**src/rtl/multi_byte_stuffing_framer_top_assert.svh**
```systemverilog
// assertion macros for the multi-byte stuffing framer
`ifndef MULTI_BYTE_STUFFING_FRAMER_TOP_ASSERT_SVH
`define MULTI_BYTE_STUFFING_FRAMER_TOP_ASSERT_SVH

// antecedent implies consequent in the same cycle
`define MBSF_ASSERT_IMP(lbl, clk_s, rst_n_s, ante, cons, msg) \
	lbl: assert property (@(posedge clk_s) disable iff (!rst_n_s) (ante) |-> (cons)) \
		else $error(msg);

// condition must never hold
`define MBSF_ASSERT_NEVER(lbl, clk_s, rst_n_s, cond, msg) \
	lbl: assert property (@(posedge clk_s) disable iff (!rst_n_s) !(cond)) \
		else $error(msg);

`endif

```
**src/rtl/mbsf_pkg.sv**
```systemverilog
// shared types, constants and helpers of the multi-byte stuffing framer
package mbsf_pkg;

	// window cells: lookahead bytes plus the incoming byte
	localparam int MAX_PAT   = 4;
	localparam int STUFF_MAX = 4;
	localparam int ESC_LEN   = 3;

	localparam logic [2:0] PAT_LIM   = 3'(MAX_PAT);
	localparam logic [2:0] STUFF_LIM = 3'(STUFF_MAX);

	// escape sequence, first byte in lowest slot
	localparam logic [ESC_LEN-1:0][7:0] ESC_SEQ = {8'h63, 8'h73, 8'h65};

	// command codes
	localparam logic [1:0] CMD_OPEN  = 2'd0;
	localparam logic [1:0] CMD_DATA  = 2'd1;
	localparam logic [1:0] CMD_CLOSE = 2'd2;

	// register indexes
	localparam logic [2:0] REG_START_PAT = 3'd0;
	localparam logic [2:0] REG_START_LEN = 3'd1;
	localparam logic [2:0] REG_END_PAT   = 3'd2;
	localparam logic [2:0] REG_END_LEN   = 3'd3;
	localparam logic [2:0] REG_STUFF_PAT = 3'd4;
	localparam logic [2:0] REG_STUFF_LEN = 3'd5;

	typedef struct packed {
		logic [1:0] command;
		logic [7:0] data_byte;
	} cmd_item_t;

	typedef struct packed {
		logic [7:0] out_byte;
		logic       last;
	} res_item_t;

	typedef struct packed {
		logic [31:0] start_pat;
		logic [2:0]  start_len;
		logic [31:0] end_pat;
		logic [2:0]  end_len;
		logic [31:0] stuff_pat;
		logic [2:0]  stuff_len;
	} cfg_t;

	typedef struct packed {
		logic       valid;
		logic [7:0] data;
		logic       eq_start;
		logic       eq_end;
		logic       eq_esc;
	} cell_stat_t;

	typedef struct packed {
		logic load;
		logic shift;
		logic clear;
	} win_ctrl_t;

	typedef struct packed {
		logic busy;
		logic take;
	} seq_stat_t;

	function automatic logic [2:0] clamp_len(input logic [2:0] len, input logic [2:0] lim);
		logic [2:0] r;
		r = len;
		if (len == 3'd0) begin
			r = 3'd1;
		end else if (len > lim) begin
			r = lim;
		end
		return r;
	endfunction

	function automatic logic [1:0] last_idx(input logic [2:0] len);
		logic [2:0] t;
		t = len - 3'd1;
		return t[1:0];
	endfunction

	function automatic logic [7:0] pick_byte(input logic [31:0] pat, input logic [1:0] idx);
		return pat[{idx, 3'b000} +: 8];
	endfunction

endpackage

```
**src/rtl/mbsf_cell.sv**
```systemverilog
// one window cell: holds a byte, shifts towards the head, compares locally
module mbsf_cell (
	input  logic                   clk,
	input  logic                   arst_n,
	input  mbsf_pkg::win_ctrl_t    ctrl,
	input  logic                   prev_valid,
	input  logic                   nxt_valid,
	input  logic [7:0]             nxt_data,
	input  logic [7:0]             load_data,
	input  logic [7:0]             start_byte,
	input  logic [7:0]             end_byte,
	input  logic [7:0]             esc_byte,
	input  logic                   esc_used,
	output mbsf_pkg::cell_stat_t   stat
);

	logic       valid_q;
	logic [7:0] data_q;
	logic       append;

	// append goes to the first empty cell only
	assign append = ctrl.load && !valid_q && prev_valid;

	always_ff @(posedge clk or negedge arst_n) begin
		if (!arst_n) begin
			valid_q <= 1'b0;
		end else if (ctrl.clear) begin
			valid_q <= 1'b0;
		end else if (ctrl.shift) begin
			valid_q <= nxt_valid;
		end else if (append) begin
			valid_q <= 1'b1;
		end
	end

	always_ff @(posedge clk) begin
		if (ctrl.shift) begin
			data_q <= nxt_data;
		end else if (append) begin
			data_q <= load_data;
		end
	end

	always_comb begin
		stat.valid    = valid_q;
		stat.data     = data_q;
		stat.eq_start = (data_q == start_byte);
		stat.eq_end   = (data_q == end_byte);
		stat.eq_esc   = esc_used && (data_q == esc_byte);
	end

endmodule

```
**src/rtl/mbsf_seq.sv**
```systemverilog
// emit sequencer: takes items, steps through delimiter, stuff and data bytes
module mbsf_seq (
	input  logic                                    clk,
	input  logic                                    arst_n,
	input  mbsf_pkg::cfg_t                          cfg,
	input  logic                                    item_valid,
	input  mbsf_pkg::cmd_item_t                     item,
	input  mbsf_pkg::cell_stat_t [mbsf_pkg::MAX_PAT-1:0] win,
	output mbsf_pkg::win_ctrl_t                     ctrl,
	output mbsf_pkg::seq_stat_t                     stat,
	output logic                                    res_valid,
	input  logic                                    res_stall,
	output mbsf_pkg::res_item_t                     res_item
);

	typedef enum logic [1:0] {ST_IDLE, ST_START, ST_PUT, ST_END} state_t;

	state_t              state_q;
	logic                open_q;
	logic                close_q;
	logic [1:0]          idx_q;
	logic [1:0]          stuffs_q;
	logic                res_valid_q;
	mbsf_pkg::res_item_t res_item_q;

	logic [2:0] slen, elen, tlen;
	logic       take, slot_free, emit;
	logic       m_start, m_end, m_esc;
	logic [1:0] nmatch;
	logic       stuff_pend;
	logic [7:0] out_byte;
	logic       out_last;

	always_comb begin
		slen = mbsf_pkg::clamp_len(cfg.start_len, mbsf_pkg::PAT_LIM);
		elen = mbsf_pkg::clamp_len(cfg.end_len, mbsf_pkg::PAT_LIM);
		tlen = mbsf_pkg::clamp_len(cfg.stuff_len, mbsf_pkg::STUFF_LIM);
	end

	// pattern matches at the head cell, cells beyond the length do not count
	always_comb begin
		m_start = 1'b1;
		m_end   = 1'b1;
		m_esc   = 1'b1;
		for (int k = 0; k < mbsf_pkg::MAX_PAT; k++) begin
			if (3'(k) < slen) begin
				m_start = m_start && win[k].valid && win[k].eq_start;
			end
			if (3'(k) < elen) begin
				m_end = m_end && win[k].valid && win[k].eq_end;
			end
			if (k < mbsf_pkg::ESC_LEN) begin
				m_esc = m_esc && win[k].valid && win[k].eq_esc;
			end
		end
		nmatch     = {1'b0, m_start} + {1'b0, m_end} + {1'b0, m_esc};
		stuff_pend = stuffs_q < nmatch;
	end

	always_comb begin
		take       = (state_q == ST_IDLE) && item_valid;
		slot_free  = !res_valid_q || !res_stall;
		emit       = (state_q != ST_IDLE) && slot_free;
		ctrl.clear = take && (item.command == mbsf_pkg::CMD_OPEN) && !open_q;
		ctrl.load  = take && (item.command == mbsf_pkg::CMD_DATA) && open_q;
		ctrl.shift = emit && (state_q == ST_PUT) && !stuff_pend;
		stat.busy  = state_q != ST_IDLE;
		stat.take  = take;
	end

	always_comb begin
		case (state_q)
			ST_START: begin
				out_byte = mbsf_pkg::pick_byte(cfg.start_pat, idx_q);
				out_last = idx_q == mbsf_pkg::last_idx(slen);
			end
			ST_PUT: begin
				if (stuff_pend) begin
					out_byte = mbsf_pkg::pick_byte(cfg.stuff_pat, idx_q);
					out_last = 1'b0;
				end else begin
					out_byte = win[0].data;
					out_last = !close_q;
				end
			end
			ST_END: begin
				out_byte = mbsf_pkg::pick_byte(cfg.end_pat, idx_q);
				out_last = idx_q == mbsf_pkg::last_idx(elen);
			end
			default: begin
				out_byte = 8'h00;
				out_last = 1'b0;
			end
		endcase
	end

	always_ff @(posedge clk or negedge arst_n) begin
		if (!arst_n) begin
			state_q     <= ST_IDLE;
			open_q      <= 1'b0;
			close_q     <= 1'b0;
			idx_q       <= 2'd0;
			stuffs_q    <= 2'd0;
			res_valid_q <= 1'b0;
			res_item_q  <= '0;
		end else begin
			if (slot_free) begin
				res_valid_q <= emit;
			end
			if (emit) begin
				res_item_q.out_byte <= out_byte;
				res_item_q.last     <= out_last;
			end
			case (state_q)
				ST_IDLE: begin
					if (take) begin
						idx_q    <= 2'd0;
						stuffs_q <= 2'd0;
						case (item.command)
							mbsf_pkg::CMD_OPEN: begin
								if (!open_q) begin
									open_q  <= 1'b1;
									state_q <= ST_START;
								end
							end
							mbsf_pkg::CMD_DATA: begin
								if (open_q && win[mbsf_pkg::MAX_PAT-2].valid) begin
									close_q <= 1'b0;
									state_q <= ST_PUT;
								end
							end
							mbsf_pkg::CMD_CLOSE: begin
								if (open_q) begin
									open_q  <= 1'b0;
									close_q <= 1'b1;
									state_q <= win[0].valid ? ST_PUT : ST_END;
								end
							end
							default: begin
							end
						endcase
					end
				end
				ST_START: begin
					if (emit) begin
						if (out_last) begin
							idx_q   <= 2'd0;
							state_q <= ST_IDLE;
						end else begin
							idx_q <= idx_q + 2'd1;
						end
					end
				end
				ST_PUT: begin
					if (emit) begin
						if (stuff_pend) begin
							if (idx_q == mbsf_pkg::last_idx(tlen)) begin
								idx_q    <= 2'd0;
								stuffs_q <= stuffs_q + 2'd1;
							end else begin
								idx_q <= idx_q + 2'd1;
							end
						end else begin
							idx_q    <= 2'd0;
							stuffs_q <= 2'd0;
							if (!close_q) begin
								state_q <= ST_IDLE;
							end else if (!win[1].valid) begin
								state_q <= ST_END;
							end
						end
					end
				end
				ST_END: begin
					if (emit) begin
						if (out_last) begin
							idx_q   <= 2'd0;
							state_q <= ST_IDLE;
						end else begin
							idx_q <= idx_q + 2'd1;
						end
					end
				end
				default: begin
					state_q <= ST_IDLE;
				end
			endcase
		end
	end

	assign res_valid = res_valid_q;
	assign res_item  = res_item_q;

endmodule

```
**src/rtl/multi_byte_stuffing_framer_top.sv**
```systemverilog
// top level of the multi-byte stuffing framer: registers, item buffer, cell row
// the first result byte passes the item buffer, the sequencer state and the output register
// the sequencer takes an item only while idle and takes no new one until its result bytes are sent
// a data item sends at most the head byte of the window; each match there first adds a stuff pattern
// the single emit sequencer sends one output byte per cycle while the result channel is not stalled
// reset: arst_n clears the frame state, the window valid bits and both valid flags
`include "multi_byte_stuffing_framer_top_assert.svh"

module multi_byte_stuffing_framer_top (
	input  logic                clk,
	input  logic                arst_n,
	// item channel
	input  logic                cmd_valid,
	output logic                cmd_stall,
	input  mbsf_pkg::cmd_item_t cmd_data,
	// result channel
	output logic                byte_valid,
	input  logic                byte_stall,
	output mbsf_pkg::res_item_t byte_data,
	// register port
	input  logic                psel,
	input  logic                penable,
	input  logic                pwrite,
	input  logic [4:0]          paddr,
	input  logic [31:0]         pwdata,
	output logic [31:0]         prdata,
	output logic                pready
);

	mbsf_pkg::cfg_t       cfg_q;
	logic                 in_valid_q;
	mbsf_pkg::cmd_item_t  in_item_q;
	mbsf_pkg::win_ctrl_t  win_ctrl;
	mbsf_pkg::seq_stat_t  seq_stat;
	mbsf_pkg::cell_stat_t [mbsf_pkg::MAX_PAT-1:0] win;
	logic [mbsf_pkg::MAX_PAT-1:0] win_valid;
	logic [2:0]           reg_idx;
	logic                 reg_wr;

	// ---------------------------------------------------------------
	// register port: always ready, written in the access phase
	// ---------------------------------------------------------------
	assign pready  = 1'b1;
	assign reg_idx = paddr[4:2];
	assign reg_wr  = psel && penable && pwrite;

	always_ff @(posedge clk or negedge arst_n) begin
		if (!arst_n) begin
			cfg_q.start_pat <= 32'h0000_0002;
			cfg_q.start_len <= 3'd1;
			cfg_q.end_pat   <= 32'h0000_0003;
			cfg_q.end_len   <= 3'd1;
			cfg_q.stuff_pat <= 32'h0000_0010;
			cfg_q.stuff_len <= 3'd1;
		end else if (reg_wr) begin
			case (reg_idx)
				mbsf_pkg::REG_START_PAT: cfg_q.start_pat <= pwdata;
				mbsf_pkg::REG_START_LEN: cfg_q.start_len <= pwdata[2:0];
				mbsf_pkg::REG_END_PAT:   cfg_q.end_pat   <= pwdata;
				mbsf_pkg::REG_END_LEN:   cfg_q.end_len   <= pwdata[2:0];
				mbsf_pkg::REG_STUFF_PAT: cfg_q.stuff_pat <= pwdata;
				mbsf_pkg::REG_STUFF_LEN: cfg_q.stuff_len <= pwdata[2:0];
				default: begin
				end
			endcase
		end
	end

	always_comb begin
		case (reg_idx)
			mbsf_pkg::REG_START_PAT: prdata = cfg_q.start_pat;
			mbsf_pkg::REG_START_LEN: prdata = {29'd0, cfg_q.start_len};
			mbsf_pkg::REG_END_PAT:   prdata = cfg_q.end_pat;
			mbsf_pkg::REG_END_LEN:   prdata = {29'd0, cfg_q.end_len};
			mbsf_pkg::REG_STUFF_PAT: prdata = cfg_q.stuff_pat;
			mbsf_pkg::REG_STUFF_LEN: prdata = {29'd0, cfg_q.stuff_len};
			default:                 prdata = 32'd0;
		endcase
	end

	// ---------------------------------------------------------------
	// item buffer: one item waits here while the sequencer is busy,
	// so the source is not held up by a result stall straight away
	// ---------------------------------------------------------------
	assign cmd_stall = in_valid_q && !seq_stat.take;

	always_ff @(posedge clk or negedge arst_n) begin
		if (!arst_n) begin
			in_valid_q <= 1'b0;
		end else if (cmd_valid && !cmd_stall) begin
			in_valid_q <= 1'b1;
		end else if (seq_stat.take) begin
			in_valid_q <= 1'b0;
		end
	end

	always_ff @(posedge clk) begin
		if (cmd_valid && !cmd_stall) begin
			in_item_q <= cmd_data;
		end
	end

	// ---------------------------------------------------------------
	// cell row: cell 0 is the head of the window, bytes append at the
	// first empty cell and move one cell towards the head per shift;
	// the last cell takes the incoming byte once the cells before it are full
	// ---------------------------------------------------------------
	for (genvar k = 0; k < mbsf_pkg::MAX_PAT; k++) begin : g_cell
		logic       prev_v;
		logic       nxt_v;
		logic [7:0] nxt_d;
		logic [7:0] esc_b;
		logic       esc_u;

		if (k == 0) begin : g_head
			assign prev_v = 1'b1;
		end else begin : g_body
			assign prev_v = win[k-1].valid;
		end

		if (k == mbsf_pkg::MAX_PAT - 1) begin : g_tail
			assign nxt_v = 1'b0;
			assign nxt_d = 8'h00;
		end else begin : g_link
			assign nxt_v = win[k+1].valid;
			assign nxt_d = win[k+1].data;
		end

		// only the first three cells take part in the escape match
		if (k < mbsf_pkg::ESC_LEN) begin : g_esc
			assign esc_b = mbsf_pkg::ESC_SEQ[k];
			assign esc_u = 1'b1;
		end else begin : g_noesc
			assign esc_b = 8'h00;
			assign esc_u = 1'b0;
		end

		mbsf_cell u_cell (
			.clk        (clk),
			.arst_n     (arst_n),
			.ctrl       (win_ctrl),
			.prev_valid (prev_v),
			.nxt_valid  (nxt_v),
			.nxt_data   (nxt_d),
			.load_data  (in_item_q.data_byte),
			.start_byte (cfg_q.start_pat[8*k +: 8]),
			.end_byte   (cfg_q.end_pat[8*k +: 8]),
			.esc_byte   (esc_b),
			.esc_used   (esc_u),
			.stat       (win[k])
		);

		assign win_valid[k] = win[k].valid;
	end

	// ---------------------------------------------------------------
	// sequencer with the output register
	// ---------------------------------------------------------------
	mbsf_seq u_seq (
		.clk        (clk),
		.arst_n     (arst_n),
		.cfg        (cfg_q),
		.item_valid (in_valid_q),
		.item       (in_item_q),
		.win        (win),
		.ctrl       (win_ctrl),
		.stat       (seq_stat),
		.res_valid  (byte_valid),
		.res_stall  (byte_stall),
		.res_item   (byte_data)
	);

	// ---------------------------------------------------------------
	// checks
	// ---------------------------------------------------------------
	localparam logic [mbsf_pkg::MAX_PAT-1:0] WIN_ONE = mbsf_pkg::MAX_PAT'(1);

	// valid cells always form an unbroken run from the head
	`MBSF_ASSERT_NEVER(a_win_prefix, clk, arst_n, (win_valid & (win_valid + WIN_ONE)) != '0, "window valid bits have a gap")
	// a completely full row only exists while its head byte is being sent
	`MBSF_ASSERT_IMP(a_full_busy, clk, arst_n, win_valid[mbsf_pkg::MAX_PAT-1], seq_stat.busy, "full window while sequencer idle")
	// the sequencer only starts work on an item it has just taken
	`MBSF_ASSERT_IMP(a_busy_take, clk, arst_n, $rose(seq_stat.busy), $past(seq_stat.take), "sequencer busy without a take")

endmodule
```
**config.mk**
```make
export PLATFORM = sky130hd
export DESIGN_NAME = multi_byte_stuffing_framer_top
export DESIGN_NICKNAME = d
export VERILOG_FILES = /design/src/rtl/mbsf_pkg.sv /design/src/rtl/mbsf_cell.sv /design/src/rtl/mbsf_seq.sv /design/src/rtl/multi_byte_stuffing_framer_top.sv
export VERILOG_INCLUDE_DIRS = /design/src /design/src/rtl
export SDC_FILE = /design/constraint.sdc
export NUM_CORES = 1
export LEC_CHECK = 0
export BUFFER_PORTS_ARGS = -buffer_cell sky130_fd_sc_hd__buf_2
export CORE_MARGIN = 5
export CORE_UTILIZATION = 44
export CTS_CLUSTER_DIAMETER = 40
export CTS_CLUSTER_SIZE = 10
export DETAILED_ROUTE_END_ITERATION = 12
export SYNTH_ARGS = -nofsm -noshare
export SYNTH_HDL_FRONTEND = slang
export SYNTH_SLANG_ARGS = --single-unit
```
**constraint.sdc**
```tcl
create_clock -name clk -period 4.9 [get_ports clk]
set_input_delay 1.225 -clock clk [delete_from_list [all_inputs] [get_ports clk]]
set_output_delay 1.225 -clock clk [all_outputs]
set_load 0.01 [all_outputs]
```
After elaboration in Yosys (flattened, before gate mapping)
Index checks and enable logic that the tools add are counted.
{"block": "word_totals", "regBits": 170}
{"block": "classes", "add_sub_neg": 7, "n_lt_le_gt_ge": 12, "n_eq_ne": 37, "n_shift": 3, "n_mux": 67, "reduce_logical": 81}
{"cell": "32-bit case mux with 6 select lines", "n": 1}
{"cell": "32-bit by 6-bit indexed part select with 8-bit output", "n": 3}
{"cell": "8-bit == test", "n": 8}
{"cell": "8-bit two-way mux", "n": 7}
{"cell": "2-bit two-way mux", "n": 21}
{"cell": "1-bit logical AND", "n": 39}
{"cell": "1-bit two-way mux", "n": 26}
{"cell": "8-bit by 7-bit == test with 1-bit output, second input constant", "n": 3}
{"cell": "8-bit case mux with 3 select lines", "n": 1}
{"cell": "2-bit case mux with 3 select lines", "n": 3}
{"cell": "2-bit nonzero test", "n": 8}
{"cell": "3-bit logical NOT", "n": 4}
{"cell": "1-bit by 3-bit less-than comparator with 1-bit output, first input constant", "n": 4}
{"cell": "2-bit by 3-bit less-than comparator with 1-bit output, first input constant", "n": 4}
{"cell": "3-bit two-way mux", "n": 4}
{"cell": "3-bit inequality test, second input constant", "n": 4}
{"cell": "2-bit AND reduction", "n": 6}
{"cell": "3-bit nonzero test", "n": 4}
{"cell": "1-bit logical NOT", "n": 11}
{"cell": "2-bit by 1-bit inequality test with 1-bit output, second input constant", "n": 5}
{"cell": "10-bit AND reduction", "n": 1}
{"cell": "3-bit > comparator, second input constant", "n": 3}
{"cell": "2-bit == test", "n": 3}
{"cell": "2-bit == test, second input constant", "n": 3}
{"cell": "other kinds (21)", "n": 31}

Depth between registers and ports, before layout
{"block": "logic_depth", "word_depth": 22, "depth_mapped": 16, "depth_no_buf": 14}

Cells and area by module
Synthesis repeated with hierarchy kept, for this count alone.
{"block": "unflattened", "hier_cells": 828, "area_unflattened_um2": 10108.4}
{"mod": "multi_byte_stuffing_framer_top", "instances": 1, "cells_per_inst": 397, "area_per_inst_um2": 5391.4, "seq_area_each_um2": 2961.6}
{"mod": "mbsf_cell", "instances": 4, "cells_per_inst": 58, "area_per_inst_um2": 680.7, "seq_area_each_um2": 265.3}
{"mod": "mbsf_seq", "instances": 1, "cells_per_inst": 199, "area_per_inst_um2": 1994.4, "seq_area_each_um2": 450.4}

Worst setup path after synthesis
No wires, ideal clock.
{"block": "synth_path", "path_type": "register to register", "from": "reg g_cell[2].u_cell.data_q[6]", "to": "reg g_cell[2].u_cell.data_q[0] (enable)", "setup_time_ns": 0.384, "t_arrival_ns": 3.298, "t_required_ns": 4.516, "setup_slack_ns": 1.218, "stages_incl_launch_ff": 16, "path_buffers": 2, "cell_sequence": "edfxtp_1 xor2_1 nor3_1 nand4_1 or3_1 a21oi_1 o2111ai_1 fa_1 ha_1 o21ai_0 nand2b_1 and2_1 buf_2 nand2_1 buf_2 o21ai_0"}
{"block": "synth_via", "elab_chain_cells": 12, "word_cells_on_any_way": 20, "cone_classes": "add/sub (2); order compare (1); eq/ne (3); mux (4); reduce/logical (10)"}
{"item": "from (decl)", "line_no": "mbsf_cell.sv:18", "source": "logic [7:0] data_q;"}
{"item": "from (signal assigned)", "line_no": "mbsf_cell.sv:38", "source": "data_q <= nxt_data;"}
{"item": "from (signal assigned)", "line_no": "mbsf_cell.sv:40", "source": "data_q <= load_data;"}
{"item": "8-bit == test (on tied branches)", "line_no": "mbsf_cell.sv:47, mbsf_cell.sv:48"}
{"item": "1-bit logical AND (on tied branches)", "line_no": "mbsf_seq.sv:47, mbsf_seq.sv:50"}
{"item": "1-bit two-way mux (on tied branches)", "line_no": "mbsf_seq.sv:46, mbsf_seq.sv:49"}
{"item": "1-bit logical AND (on tied branches) (2 in a row)", "line_no": "mbsf_seq.sv:47, mbsf_seq.sv:50"}
{"item": "1-bit two-way mux (on tied branches)", "line_no": "mbsf_seq.sv:46, mbsf_seq.sv:49"}
{"item": "1-bit by 1-bit adder with 2-bit output", "line_no": "mbsf_seq.sv:56", "source": "nmatch = {1'b0, m_start} + {1'b0, m_end} + {1'b0, m_esc};"}
{"item": "2-bit by 1-bit adder with 2-bit output *", "line_no": "mbsf_seq.sv:56"}
{"item": "2-bit less-than comparator *", "line_no": "mbsf_seq.sv:57", "source": "stuff_pend = stuffs_q < nmatch;"}
{"item": "1-bit logical NOT *", "line_no": "mbsf_seq.sv:66", "source": "ctrl.shift = emit && (state_q == ST_PUT) && !stuff_pend;"}
{"item": "1-bit logical AND *", "line_no": "mbsf_seq.sv:66"}
{"item": "2-bit nonzero test (no source line) *"}
Every way passes the cells marked *; elsewhere a longest branch is shown, timed or not.
A chain may end at the register's enable or synchronous reset.

Worst setup path after layout
{"block": "layout_path", "from": "reg g_cell[2].u_cell.data_q[6]", "to": "reg u_seq.idx_q[1]"}
{"block": "layout_via", "elab_chain_cells": 14, "word_cells_on_any_way": 24, "cone_classes": "add/sub (2); order compare (1); eq/ne (3); mux (11); reduce/logical (7)"}
{"item": "8-bit == test (on tied branches)", "line_no": "mbsf_cell.sv:47, mbsf_cell.sv:48"}
{"item": "1-bit logical AND (on tied branches)", "line_no": "mbsf_seq.sv:47, mbsf_seq.sv:50"}
{"item": "1-bit two-way mux (on tied branches)", "line_no": "mbsf_seq.sv:46, mbsf_seq.sv:49"}
{"item": "1-bit logical AND (on tied branches) (2 in a row)", "line_no": "mbsf_seq.sv:47, mbsf_seq.sv:50"}
{"item": "1-bit two-way mux (on tied branches)", "line_no": "mbsf_seq.sv:46, mbsf_seq.sv:49"}
{"item": "1-bit by 1-bit adder with 2-bit output", "line_no": "mbsf_seq.sv:56"}
{"item": "2-bit by 1-bit adder with 2-bit output *", "line_no": "mbsf_seq.sv:56"}
{"item": "2-bit less-than comparator *", "line_no": "mbsf_seq.sv:57"}
{"item": "1-bit two-way mux", "line_no": "mbsf_seq.sv:78", "source": "if (stuff_pend) begin"}
{"item": "1-bit case mux with 3 select lines", "line_no": "mbsf_seq.sv:72", "source": "case (state_q)"}
{"item": "2-bit two-way mux", "line_no": "mbsf_seq.sv:146, mbsf_seq.sv:176"}
{"item": "2-bit two-way mux", "line_no": "mbsf_seq.sv:175", "source": "if (emit) begin"}
{"item": "2-bit case mux with 3 select lines *", "line_no": "mbsf_seq.sv:114", "source": "case (state_q)"}
{"item": "to (signal assigned)", "line_no": "mbsf_seq.sv:150", "source": "idx_q <= idx_q + 2'd1;"}
{"item": "to (signal assigned)", "line_no": "mbsf_seq.sv:161", "source": "idx_q <= idx_q + 2'd1;"}
{"item": "to (signal assigned)", "line_no": "mbsf_seq.sv:180", "source": "idx_q <= idx_q + 2'd1;"}
{"item": "to (decl)", "line_no": "mbsf_seq.sv:21", "source": "logic [1:0] idx_q;"}
Every way passes the cells marked *; elsewhere a longest branch is shown, timed or not. The select of a mux whose other input is x is not followed.

==> impl_results.md <==
* Post-Route Utilization at 51.59%
* FMAX at 0.2375 GHz
* Final ANT Viol Nets at 0
* Final worst-path cycle share at 85.91%
* Layout Nets at 973
* Worst Hold Endpoint: u_seq.res_item[8]
* Gr usage total at 22.37%
* H-tree Lvls at 4
* Reg2reg path depth at 14
* Layout cell share with drive strength beyond 1 at 29.34%
* R2R setup slack at 0.69 ns
* Syn avg cell area at 11.33 um^2
* Worst Tran Pin Value at 0.8631 ns
* Main flop type after synthesis: dfrtp_1
* Yosys cell types at 58
* I/O pin cnt at 98
* Max Cap Viol at 0
* Root buffer cell: clkbuf_16
* Crit-path most repeated cell: or3_1
* Effective utilization at floorplan at 44.62%
* Cell Chain, Critical Path: xor2_1 > nor3_1 > nand4_1 > or3_1 > a21oi_1 > o2111ai_1 > fa_1 > ha_1 > o21ai_0 > nand3b_1 > or3_1 > nor2_1 > a31oi_1 > o31ai_1
* FFs w/ async S/R, synth at 75.29%
* GPL Wtd Cong at 0.9178
* Most frequent cells in the layout: 121 x dfrtp_1, 93 x buf_2, 82 x nor2_1
* Area Overhead vs Synth at 15.62%
* Final Max Tran Viols at 0
* Hold WC Path Type: reg -> reg
* Run status: completed
* Detailed Route WL at 26.27 mm
* Worst Path Required at 5.23 ns
* Vias at 6792
* Post-route minimum period at 4.210 ns
* Core footprint at 20960 um^2
* Yosys reg bits at 170
* Final Skew at 0.01030 ns
* Setup bufs post-CTS at 0
* Finished Layout Cells at 1202
* Reg-to-reg endpoint: u_seq.idx_q[1]
* Number of global-route vias before repair at 6984
* Hold-fix buffers, CTS at 0
* Commonest non-fill, non-tap cell in the layout: dfrtp_1
* RSZ-0062 raised after global routing: false
* CP Capture Type: register
* Hold path start: u_seq.res_item[8]
* Total grt overflow at 0
* Setup WS pre-CTS at 0.7312 ns
* Skew-Pair Late Insertion Delay at 0.43 ns
* Die Height at 155.8 um
* Crit path kind: reg -> reg
* IO buf count at 94
* R2R Path Start: g_cell[2].u_cell.data_q[6]
* Static Leak at 0.004712 uW
* Worst vdd ir at 0.2458 mV
* Crit path DAT at 4.54 ns
* Post-Syn Area at 9350 um^2
* Total CTS buffers at 17
* Crit start category: register
* Final setup fails at 0
* Pwr dens at 493.7 nW/um^2
* Largest net degree at the start of global routing at 129
* TritonCTS clock tree: built
* DP Cell Count at 1170
* DRT iter0 DRCs at 517
* PostCTS Resize Cnt at 0
* DRT Pass-1 Iters at 4
* Antenna diodes at 0
* Slew headroom at 42.46%
* Number of synthesized flops with an enable pin at 34
* Std cell rows at 53
* First-pass GRT wire length at 41.57 mm
* Yosys warns at 0
* Clk slew on worst S/H paths at 0.06 ns
* Syn nets at 884
* Clock Sink Count at 170
* Crit-path slowest cell: edfxtp_1
* Die width at 155.8 um
* Die Area at 24270 um^2
* PnR worst setup slack at 0.6903 ns
* Maximum fanout along the worst path at 9
* Initial antenna violation count at 0
* Layout fillers at 1974
* Hpwl dp at 19.24 mm
* Mapped Cells at 825
* Longest Clk Path Bufs at 2
* # DRC at 0
* Min-Delay Path Depth at 2
* Crit-path max cell delay at 0.50 ns
* Setup tns final at 0 ns
* Drt wl/cell at 21.85 um
* Sequential share of the synthesized area at 46.98%
* Final Hold Fails at 0
* DR vias/cell at 5.651
==> registers in the layout, indices dropped and copies added (netlist names) <==
name / flops
u_seq.stuffs_q: 2
u_seq.idx_q: 2
u_seq.res_valid: 1
u_seq.open_q: 1
in_valid_q: 1
g_cell.u_cell.valid_q: 4
cfg_q: 105
in_item_q: 10
u_seq.res_item: 9
g_cell.u_cell.data_q: 32
u_seq.state_q: 2
u_seq.close_q: 1
==> metal layers <==
layer	vias up	track usage (%)	part of all wire [%]
met5	-	0	0
met4	0	5.752	1.5
met3	25	4.799	6.5
met2	228	35.07	48
met1	3396	31.86	44
li1	3143	-	-
==> report_power, final <==
group	internal [uW]	switching, uW	total [uW]
sequential	1790	446	2240
clock	911	571	1480
combinational	783	834	1620
total	3490	1850	5340
==> logic make-up (layout without fill, tap and decap cells) <==
family | count (synthesis) | count (layout) | synth area share, %
xor+xnor | 66 | 66 | 6.182
compound gates | 100 | 100 | 6.691
flops | 170 | 170 | 46.98
buf+inv | 59 | 161 | 2.783
simple gates | 242 | 242 | 12.08
other cells | 1 | 1 | 0.04011
mux | 182 | 182 | 24.49
fa+ha+maj | 5 | 5 | 0.7494
==> worst max-delay path by stage <==
stage,endpoint,startpoint
2_1_floorplan,g_cell[2].u_cell.data_q[0],g_cell[2].u_cell.data_q[6]
3_3_place_gp,u_seq.idx_q[1],g_cell[2].u_cell.data_q[6]
3_5_place_dp,u_seq.idx_q[1],g_cell[2].u_cell.data_q[6]
4_1_cts,u_seq.idx_q[1],g_cell[2].u_cell.data_q[6]
5_1_grt,u_seq.idx_q[1],g_cell[2].u_cell.data_q[6]
6_report,u_seq.idx_q[1],g_cell[2].u_cell.data_q[6]
==> critical path: cells and delay by family (launching register included) <==
kind,cells,cell delay [ns]
compound gates,5,0.79
xor+xnor,1,0.20
flops,1,0.50
fa+ha+maj,2,0.77
simple gates,6,1.84
==> synth_stat cells (3+ instances only) <==
| cell type | number | area (um^2) |
|---|---|---|
| dfrtp_1 | 121 | 3028 |
| a22o_1 | 3 | 26.28 |
| nor2_1 | 82 | 307.8 |
| a221oi_2 | 5 | 75.07 |
| mux4_2 | 26 | 585.6 |
| ha_1 | 4 | 50.05 |
| a21oi_1 | 44 | 220.2 |
| nand4b_1 | 5 | 43.79 |
| dfxtp_1 | 8 | 160.2 |
| edfxtp_1 | 34 | 1021 |
| xor2_1 | 39 | 341.6 |
| nand4_1 | 8 | 50.05 |
| dfstp_2 | 7 | 183.9 |
| inv_1 | 12 | 45.04 |
| a31oi_1 | 5 | 31.28 |
| nand3_1 | 10 | 50.05 |
| nor3_1 | 11 | 55.05 |
| a221oi_1 | 3 | 26.28 |
| mux2_2 | 81 | 912.1 |
| mux2i_1 | 42 | 420.4 |
| o21ai_1 | 13 | 65.06 |
| clkbuf_1 | 17 | 63.81 |
| mux2_1 | 33 | 371.6 |
| nor4_1 | 8 | 50.05 |
| or3_1 | 3 | 18.77 |
| buf_1 | 5 | 18.77 |
| xnor2_1 | 27 | 236.5 |
| o21ai_0 | 13 | 65.06 |
| buf_4 | 3 | 22.52 |
| nand2_1 | 80 | 300.3 |
| nand2b_1 | 4 | 25.02 |
| nor2b_1 | 13 | 81.33 |
| buf_2 | 22 | 110.1 |
| and2_1 | 4 | 25.02 |
==> metrics by stage <==
stage	cell area, um^2	total power, uW	hold WS, ns
floorplan	9350	3260	0.4758
global placement	10160	3848	0.4675
detailed placement	10160	3873	0.4701
CTS	10810	5364	0.4845
global route	10810	5627	0.5004
finish	10810	5337	0.4756
==> area by class of cell <==
cell class	count	area, um^2	area share (%)
clock inverters	8	128.9	1.192
well taps	275	344.1	3.183
flip-flops and latches	170	4393	40.64
inverters	12	45.04	0.4167
clock buffers	24	525.5	4.861
multi-input cells	596	4716	43.62
repair buffers	117	658.1	6.088
Note: power is estimated with default switching activity, not from simulation.
